`config.mk`:
```
export PLATFORM = sky130hd
export DESIGN_NAME = spf_front
export DESIGN_NICKNAME = d
export VERILOG_FILES = /design/src/rtl/spf_pkg.sv /design/src/rtl/spf_front.sv
export SDC_FILE = /design/constraint.sdc
export NUM_CORES = 1
export LEC_CHECK = 0
export BUFFER_PORTS_ARGS = -buffer_cell sky130_fd_sc_hd__clkbuf_2
export CAP_MARGIN = 20
export CORE_MARGIN = 5
export CORE_UTILIZATION = 54
export DETAILED_ROUTE_END_ITERATION = 6
export GPL_TIMING_DRIVEN = 0
export PLACE_DENSITY = 0.82
export SLEW_MARGIN = 5
export SYNTH_ARGS = -nofsm -noshare
export SYNTH_HDL_FRONTEND = slang
export SYNTH_SLANG_ARGS = --single-unit
export TNS_END_PERCENT = 1
```
`constraint.sdc`:
```
create_clock -name clk -period 5.4 [get_ports clk]
set_clock_uncertainty 0.2 [all_clocks]
set_input_delay 0.27 -clock clk [delete_from_list [all_inputs] [get_ports clk]]
set_output_delay 0.27 -clock clk [all_outputs]
set_load 0.02 [all_outputs]
```
`src/rtl/spf_pkg.sv`:
```
`timescale 1ns / 1ps
// ----------------------------------------------------------------------------
// spf_pkg
// Shared widths, defaults and queue types of the sieve factoriser.
// ----------------------------------------------------------------------------
package spf_pkg;

	localparam int VAL_W          = 12;
	localparam int TABLE_SIZE_DEF = 4096;
	localparam int QUEUE_DEPTH    = 2;
	localparam int MIN_PRIME      = 2;

	typedef struct packed {
		logic [VAL_W-1:0] value;
		logic             trivial;
	} spf_item_t;

	typedef struct packed {
		logic      valid;
		spf_item_t item;
	} spf_head_t;

endpackage

```
`src/rtl/spf_front.sv`:
```
`timescale 1ns / 1ps
// ----------------------------------------------------------------------------
// spf_front
// Accepts input beats, flags values with no factors and queues them.
// ----------------------------------------------------------------------------
module spf_front #(
	parameter int DEPTH = spf_pkg::TABLE_SIZE_DEF
) (
	input  logic                     clk,
	input  logic                     arst_n,
	input  logic                     start,
	input  logic [spf_pkg::VAL_W-1:0] value,
	input  logic                     fill_done,
	input  logic                     pop,
	output logic                     busy,
	output spf_pkg::spf_head_t       head
);

	localparam int QD  = spf_pkg::QUEUE_DEPTH;
	localparam int QAW = (QD > 1) ? $clog2(QD) : 1;
	localparam int QCW = $clog2(QD + 1);

	spf_pkg::spf_item_t buf_q [QD];
	logic [QAW-1:0] wr_ptr_q, rd_ptr_q;
	logic [QCW-1:0] cnt_q;
	logic           push, do_pop, trivial;

	assign busy    = ~fill_done | (cnt_q == QCW'(QD));
	assign push    = start & ~busy;
	assign do_pop  = pop & (cnt_q != '0);
	assign trivial = (value < spf_pkg::VAL_W'(spf_pkg::MIN_PRIME))
		| ({1'b0, value} >= (spf_pkg::VAL_W+1)'(DEPTH));

	assign head.valid = (cnt_q != '0);
	assign head.item  = buf_q[rd_ptr_q];

	always_ff @(posedge clk) begin
		if (push) begin
			buf_q[wr_ptr_q].value   <= value;
			buf_q[wr_ptr_q].trivial <= trivial;
		end
	end

	always_ff @(posedge clk or negedge arst_n) begin
		if (!arst_n) begin
			wr_ptr_q <= '0;
			rd_ptr_q <= '0;
			cnt_q    <= '0;
		end else begin
			if (push)
				wr_ptr_q <= (wr_ptr_q == QAW'(QD - 1)) ? '0 : wr_ptr_q + 1'b1;
			if (do_pop)
				rd_ptr_q <= (rd_ptr_q == QAW'(QD - 1)) ? '0 : rd_ptr_q + 1'b1;
			case ({push, do_pop})
				2'b10:   cnt_q <= cnt_q + 1'b1;
				2'b01:   cnt_q <= cnt_q - 1'b1;
				default: cnt_q <= cnt_q;
			endcase
		end
	end

endmodule

```
---- Word level (Yosys, flattened, before mapping) ----
Memories as Yosys holds them, arrays and structs flattened.
Cells that the tools add are included.
operators by class
  add/sub/neg operators ................... 4
  bitwise logic cells ..................... 5
  reduce and logical (&&, ||, !) cells .... 2
  multiplexer cells ....................... 5
  equal/unequal tests ..................... 3
  order comparisons ....................... 1
operator list
  kind                                                         number
  less-than comparator 12 x 2 -> 1 bit, second input constant  1
  == test 2 bit, second input constant                         2
  2-to-1 mux 1 bit                                             4
  one-hot mux 2 bit (2 select lines)                           1
  nonzero test 2 bit                                           2
  adder 1 bit, second input constant                           2
  adder 2 x 1 -> 2 bit, second input constant                  1
  AND 1 bit                                                    2
  == test 2 x 1 -> 1 bit, second input constant                1
  inverter 1 bit                                               2
  subtractor 2 x 1 -> 2 bit, second input constant             1
  OR 1 bit                                                     1
word-level totals
  output and inout bits ................... 15
  memories kept ........................... 1
  bits in writable memories ............... 26
  word-level logic and storage cells ...... 24
  register bits ........................... 4
memory list
  memory  depth  bits a word  read ports  clocked after Yosys merged registers in  write ports  RTL line         text
  buf_q   2      13           1           0                                        1            spf_front.sv:23  spf_pkg::spf_item_t buf_q [QD];

---- Depth between registers and ports, before layout ----
Gate-level depths: netlist of run 1.
  word-level depth ........................ 6
  depth in mapped cells ................... 6
  gate-level depth less buffers ........... 6

---- Least setup slack after synthesis of run 1 ----
Ideal clock, no wire load.
  path type ............................... register to register
  start point ............................. register cnt_q[1]
  end point ............................... memory buf_q[1][0] (netlist bit), enable pin
  period minus slack after synthesis ...... 1.767 ns
  cell stages (with the launch flop) ...... 4
  buffers on the path ..................... 0
  path slack .............................. 3.633 ns
  setup time .............................. 0.382 ns
  arrival ................................. 1.185 ns
  path through ............................ dfrtp_1 > inv_1 > o211ai_2 > nor2_1
between the ends
  word-level cells in the longest chain between the ends .. 6
RTL lines
  item                                    RTL line         text
  start, declared                         spf_front.sv:25  logic [QCW-1:0] cnt_q;
  start signal, assigned                  spf_front.sv:55  2'b10: cnt_q <= cnt_q + 1'b1;
  start signal, assigned                  spf_front.sv:56  2'b01: cnt_q <= cnt_q - 1'b1;
  start signal, assigned                  spf_front.sv:57  default: cnt_q <= cnt_q;
  == test 2 bit                           spf_front.sv:28  assign busy = ~fill_done | (cnt_q == QCW'(QD));
  OR 1 bit                                spf_front.sv:28
  inverter 1 bit                          spf_front.sv:29  assign push = start & ~busy;
  AND 1 bit                               spf_front.sv:29
  2-to-1 mux 1 bit                        spf_front.sv:38  if (push) begin
  2-to-1 mux 1 bit (not written as such)  spf_front.sv:40  buf_q[wr_ptr_q].trivial <= trivial;
  end, declared                           spf_front.sv:23
No other way between the ends.

---- Final worst setup path of run 1 ----
  start point ............................. register cnt_q[1]
  end point ............................... memory buf_q[0][7] (netlist bit), enable pin
between the ends
  word-level cells in the longest chain between the ends .. 6
RTL lines
  item                                    RTL line         text
  == test 2 bit                           spf_front.sv:28
  OR 1 bit                                spf_front.sv:28
  inverter 1 bit                          spf_front.sv:29
  AND 1 bit                               spf_front.sv:29
  2-to-1 mux 1 bit                        spf_front.sv:38
  2-to-1 mux 1 bit (not written as such)  spf_front.sv:39  buf_q[wr_ptr_q].value <= value;
No other way between the ends.

==> impl_metrics.toml, run 1 <==
[outcome]
status = "finished, final reports clean"

[clocking]
h-tree-depth = 2
clkTransAtPathRegs_ps = 90
postCtsHoldBufs = 13
clockRootBuffer = "clkbuf_4"
cts_buffer_depth = 2
cts_tree = "built"
cts_buffers = 5
cts_sinks = 30
clk_latency_ps = 310
cts_resized = 0
cts_setup_buffers = 0

[job]
maxCapViolations = 0

[finish]
layout-drive-gt1-share = 0.478
final_nets = 132
antenna_cells = 0
area_delta_synth_final_pct = 32.5
layout_commonest_cell = "clkbuf_2"
final_cell_mix = "clkbuf_2, edfxtp_1, mux2_2, dlygate4sd3_1, clkbuf_4"

[global_route]
grt.overflow.total = 0
grt_pass1_vias = 740
grt_usage = 0.139
antenna_found_initial = 0
grt_max_degree = 14
grt_pass1_wl_mm = 3.33

[critical_path]
crit_slowest_cell = "nor2_1"
required_ps = 5140
cp-start-kind = "flop"
path_class = "flop to flop"
cp.arrival_ps = 1810
r2r-start = "cnt_q[1]$_DFFE_PN0P_"
cp-endpoint = "buf_q[0][7]$_DFFE_PP_"
endpoint_kind = "flop"
cp-startpoint = "cnt_q[1]$_DFFE_PN0P_"
cp_num_cells = 3
r2r-end = "buf_q[0][7]$_DFFE_PP_"
critPathBufInv = 1
worstPathCellList = "inv_1, o211ai_2, nor2_1"
critPathMaxStageDelay_ps = 840
r2r_slack_ps = 3330
cp_max_fo = 13
reg2reg_depth = 3
cp_top_family = "simple AND/OR/NAND/NOR gates"

[synthesis]
synth_cell_types = 15
ys_ff_latch = 30
synth_warnings = 0
avgSynthCellArea_um2 = 18.5
syn_nets = 81
postSynthCellCount = 63
yosysSeqAreaShare = 0.755
syn_area_um2 = 1170

[floorplan]
start_util = 0.583
die_h_um = 56.5
rows = 16
die_x_um = 56.5
ios = 32
core_region_area_um2 = 2000
dieArea_um2 = 3190

[placed_design]
portBuffers = 31
dp_hpwl_mm = 1.42
gp_congestion = 0.674
place_ws_ps = 3280

[sta]
layout_min_cycle_time_ps = 2070
worst_slack_ps = 3330
finalMaxSlewViolations = 0
tightest_slew_ps = 1080
fmax_ghz = 0.482
rsz0062_at_grt = "false"
tns_ps = 0
hold_viol = 0
relSlewSlack = 0.279
fin_crit_sh = 0.384
finalSetupViolations = 0

[route]
wirelength_mm = 1.97
dr_wl_met3_um = 137
routedWlPerCell_um = 13.9
viasPerCell = 4.85
drtPass1Iterations = 2
maxUsedRoutingLayer = "met4"
wirelength_met1_um = 822
routed-wl-met2_um = 989
vias = 688
ant_nets = 0
drc = 0
drtIter0Drc = 5

[power_and_ir_drop]
p_switching_w = 0.000226
power_density_nw_per_um2 = 452
power.static_leakage_nw = 0.610
combPwrFrac = 0.353
ir_drop_mv = 0.306
p_sw_frac = 0.324
power_frac_clock = 0.189
p_seq_frac = 0.458
p_int_w = 0.000472

[min_path]
hp-class = "primary input to flop"
## layout make-up
class	count	area [um^2]
clock buffers	7	55.1
repair buffers	44	285
clock inverters	1	5.00
flip-flops and latches	30	881
fillers	124	455
inverters	2	7.51
well taps	27	33.8
plain buffers	1	7.51
multi-input cells	30	272
## power groups by stage
stage / clock (W) / sequential [W] / combinational (W)
after global routing: 0.000146 / 0.000324 / 0.000269
after detailed placement: 0 / 0.000326 / 0.000244
after global placement: 0 / 0.000323 / 0.000238
after floorplan: 0 / 0.000318 / 0.000179
final: 0.000132 / 0.000320 / 0.000246
after CTS: 0.000134 / 0.000321 / 0.000252
## stage by stage
step	hold slack [ps]	instances	utilization	instance area, um^2	power, W
6_report	51.0	142	0.773	1550	0.000699
5_1_grt	67.9	142	0.773	1550	0.000739
3_3_place_gp	-121	121	0.678	1360	0.000561
4_1_cts	51.9	142	0.773	1550	0.000706
3_5_place_dp	-112	121	0.678	1360	0.000570
2_1_floorplan	-226	63	-	1170	0.000497
## per-layer routing
metal / up-vias / GRT usage
li1: 341 / -
met1: 323 / 0.157
met2: 20 / 0.236
met3: 4 / 0.0550
met4: 0 / 0.0508
met5: - / 0
## state kept, by name, summed over array words and instances, names as in the netlist
register,cells
wr_ptr_q,1
rd_ptr_q,1
cnt_q,2
buf_q,26
## cell usage after synthesis (all sizes together)
| cell type | number | area (um^2) |
|---|---|---|
| nand2 | 1 | 3.75 |
| edfxtp | 26 | 781 |
| xor2 | 1 | 8.76 |
| buf | 1 | 7.51 |
| nor2 | 3 | 11.3 |
| dfrtp | 4 | 100 |
| mux2 | 13 | 146 |
| o211ai | 1 | 12.5 |
| or2 | 1 | 8.76 |
| and2 | 1 | 8.76 |
| xnor2 | 4 | 35.0 |
| inv | 2 | 7.51 |
| o21ai | 1 | 5.00 |
| ha | 1 | 12.5 |
| nor4 | 3 | 18.8 |
## worst register-to-register path: stages (launching register included)
cell      delay (ps)
dfrtp_1          400
inv_1            110
o211ai_2         150
nor2_1           840
## worst min-delay path by stage
stage / cells past startpoint / slack [ps] / startpoint / to
final: 3 / 50 / start / wr_ptr_q$_DFFE_PN0P_
after detailed placement: 1 / -110 / arst_n / cnt_q[0]$_DFFE_PN0P_
after global placement: 1 / -120 / arst_n / cnt_q[1]$_DFFE_PN0P_
after CTS: 3 / 50 / start / wr_ptr_q$_DFFE_PN0P_
after floorplan: 0 / -230 / arst_n / cnt_q[0]$_DFFE_PN0P_
after global routing: 3 / 70 / pop / rd_ptr_q$_DFFE_PN0P_
## cells by family after synthesis
group | count (synthesis) | share of synthesized area
AO/OA/AOI/OAI | 2 | 0.0150
AND/OR/NAND/NOR | 9 | 0.0439
multiplexers | 13 | 0.125
buffers and inverters | 3 | 0.0129
flip-flops | 30 | 0.755
XOR/XNOR | 5 | 0.0375
adder cells (fa/ha/maj) | 1 | 0.0107
Power figures use the tool's default switching activity.
==> run 2: changes to the inputs <==
--- a/config.mk
+++ b/config.mk
@@ -5,13 +5,14 @@
 export SDC_FILE = /design/constraint.sdc
 export NUM_CORES = 1
 export LEC_CHECK = 0
+export ABC_AREA = 1
 export BUFFER_PORTS_ARGS = -buffer_cell sky130_fd_sc_hd__clkbuf_2
 export CAP_MARGIN = 20
 export CORE_MARGIN = 5
-export CORE_UTILIZATION = 54
+export CORE_UTILIZATION = 51
 export DETAILED_ROUTE_END_ITERATION = 6
 export GPL_TIMING_DRIVEN = 0
-export PLACE_DENSITY = 0.82
+export PLACE_DENSITY = 0.77
 export SLEW_MARGIN = 5
 export SYNTH_ARGS = -nofsm -noshare
 export SYNTH_HDL_FRONTEND = slang
==> constraint.sdc (replaced) <==
create_clock -name clk -period 2.1 [get_ports clk]
set_clock_uncertainty 0.2 [all_clocks]
set_input_delay 0.105 -clock clk [delete_from_list [all_inputs] [get_ports clk]]
set_output_delay 0.105 -clock clk [all_outputs]
set_load 0.02 [all_outputs]
==> run 2 against run 1 <==
First-iteration DRC count grew to 5.0 times the previous value. Routed wire length increased by 41%. Count of clock-buffer cells in the layout did not move. Setup slack got worse by 3100 ps. Critical path depth grew 1. Fmax is 11% higher. Area after synthesis up 6.2%.
==> impl_metrics.toml, run 2 <==
[finish]
final_util = 0.728
antenna_cells = 0
reg_top3 = "buf_q: 26 flops, cnt_q: 2 flops"
multiInputGateArea_um2 = 290
n_fill_cell = 159
layout_commonest_cell = "nand2_1"
largest_reg_flops = 26
final_nets = 189
final_cell_mix = "nand2_1, clkbuf_2, edfxtp_1, dlygate4sd3_1, inv_1"
top_register = "buf_q"
area_delta_synth_final_pct = 33.7
fin_area_um2 = 1660
regArea_um2 = 881
layout-drive-gt1-share = 0.251
stdcell_count = 199

[floorplan]
ios = 32
start_util = 0.545
dieArea_um2 = 3520
rows = 17
core_region_area_um2 = 2280
die_x_um = 59.3
die_h_um = 59.3

[route]
routedWlPerCell_um = 14.0
ant_nets = 0
drtIter0Drc = 25
drtPass1Iterations = 4
viasPerCell = 4.83
wirelength_mm = 2.78
drc = 0
vias = 962

[synthesis]
ys_ff_latch = 30
synth_top_area_share = 0.630
synth_warnings = 0
syn_nets = 133
postSynthCellCount = 115
synth_cell_types = 14
async_flop_share = 0.133
syn_area_um2 = 1240
netlist.top_cell.by_area = "edfxtp_1"
yosys-top-cells-count = "nand2_1, edfxtp_1, inv_1"
synth-edff-count = 26
ys.flop_type = "edfxtp_1"
yosysSeqAreaShare = 0.710
synth_most_common_cell = "nand2_1"
avgSynthCellArea_um2 = 10.8
synth.area.top_cells = "edfxtp_1, nand2_1, dfrtp_1"

[clocking]
clkTransAtPathRegs_ps = 80
clockRootBuffer = "clkbuf_4"
clk_latency_ps = 320
cts_sinks = 30
cts_tree = "built"
h-tree-depth = 2
cts_buffers = 5
cts_buffer_depth = 2

[placed_design]
dp.cells = 174
dp_hpwl_mm = 1.85
gp_congestion = 0.715
portBuffers = 31
post_dp_cell_area_um2 = 1430

[global_route]
antenna_found_initial = 0
grt.overflow.total = 0
grt_pass1_vias = 1018
grt_max_degree = 14
grt_pass1_wl_mm = 4.42
use_met3 = 0.0523
busiest_layer = "met2"
gr-usage-met2 = 0.314
grt_usage = 0.180
grt_use_met1 = 0.190

[sta]
fmax_ghz = 0.534
hold_viol = 0
fin_crit_sh = 0.892
finalSetupViolations = 0
whs_ps = 317
rsz0062_at_grt = "false"
relSlewSlack = 0.520
tightest_slew_ps = 719
finalMaxSlewViolations = 0
layout_min_cycle_time_ps = 1870
tns_ps = 0

[min_path]
hold_path_end = "wr_ptr_q$_DFFE_PN0P_"
hp-class = "flop to flop"
hold_depth = 2
hp-start = "wr_ptr_q$_DFFE_PN0P_"

[power_and_ir_drop]
power.static_leakage_nw = 0.784
power_density_nw_per_um2 = 1150
ir_drop_mv = 0.820

[critical_path]
r2r-start = "cnt_q[0]$_DFFE_PN0P_"
reg2reg_depth = 4
required_ps = 1850
cp-startpoint = "cnt_q[0]$_DFFE_PN0P_"
cp.arrival_ps = 1620
r2r-end = "buf_q[1][11]$_DFFE_PP_"
path_class = "flop to flop"
cp_max_fo = 13
r2r_slack_ps = 230
cp-start-kind = "flop"
endpoint_kind = "flop"

[job]
maxCapViolations = 0

[outcome]
status = "finished, final reports clean"
[run 2: power breakdown]
group	leakage (nW)	internal, W	total, W	switching (W)
Sequential	0.286	0.000758	0.000825	0.0000666
Clock	0.0254	0.000126	0.000302	0.000176
Combinational	0.473	0.000261	0.000781	0.000520
Total	0.784	0.00114	0.00191	0.000763
[run 2: final cells by class]
type | count | share of cell area
Clock buffer | 7 | 0.0272
Inverter | 14 | 0.0317
Timing Repair Buffer | 49 | 0.202
Tap cell | 28 | 0.0211
Sequential cell | 30 | 0.531
Multi-Input combinational cell | 69 | 0.175
Buffer | 2 | 0.0113
[run 2: cell families after synthesis]
logic type,count (synthesis),share of synthesized area
XOR/XNOR,1,0.00706
adder cells (fa/ha/maj),1,0.0101
buffers and inverters,16,0.0575
flip-flops,30,0.710
AND/OR/NAND/NOR,67,0.215
[run 2: per-stage QoR]
| step | power [W] | setup slack, ps |
|---|---|---|
| after floorplan | 0.00132 | 332 |
| after global placement | 0.00153 | 9.71 |
| after detailed placement | 0.00158 | -29.5 |
| after CTS | 0.00191 | 274 |
| after global routing | 0.00201 | 101 |
| final | 0.00191 | 226 |
[run 2: how the worst max path moves through the flow]
stage	cells after the start	to	slack, ps
floorplan	4	buf_q[1][0]$_DFFE_PP_	330
global placement	4	buf_q[1][7]$_DFFE_PP_	10
detailed placement	4	buf_q[1][8]$_DFFE_PP_	-30
CTS	4	buf_q[1][6]$_DFFE_PP_	270
global route	4	buf_q[1][12]$_DFFE_PP_	100
finish	4	buf_q[1][11]$_DFFE_PP_	230
[run 2: layer usage]
metal  vias to the layer above  wire length (um)
li1                        476                 -
met1                       436              1070
met2                        39              1460
met3                        11               175
met4                         0                82
met5                         -                 0
[run 2: critical path: stages, from the launching register on]
cell     delay [ps]
dfrtp_1         420
inv_2            80
nand2_1         120
nand3_2         120
nor2_2          570
[run 2: repair_timing]
action,in CTS,in global routing
setup buffers,0,0
endpoints found under the setup margin,13,0
resized for setup,1,0
endpoints found under the hold margin,32,0
hold buffers,18,0
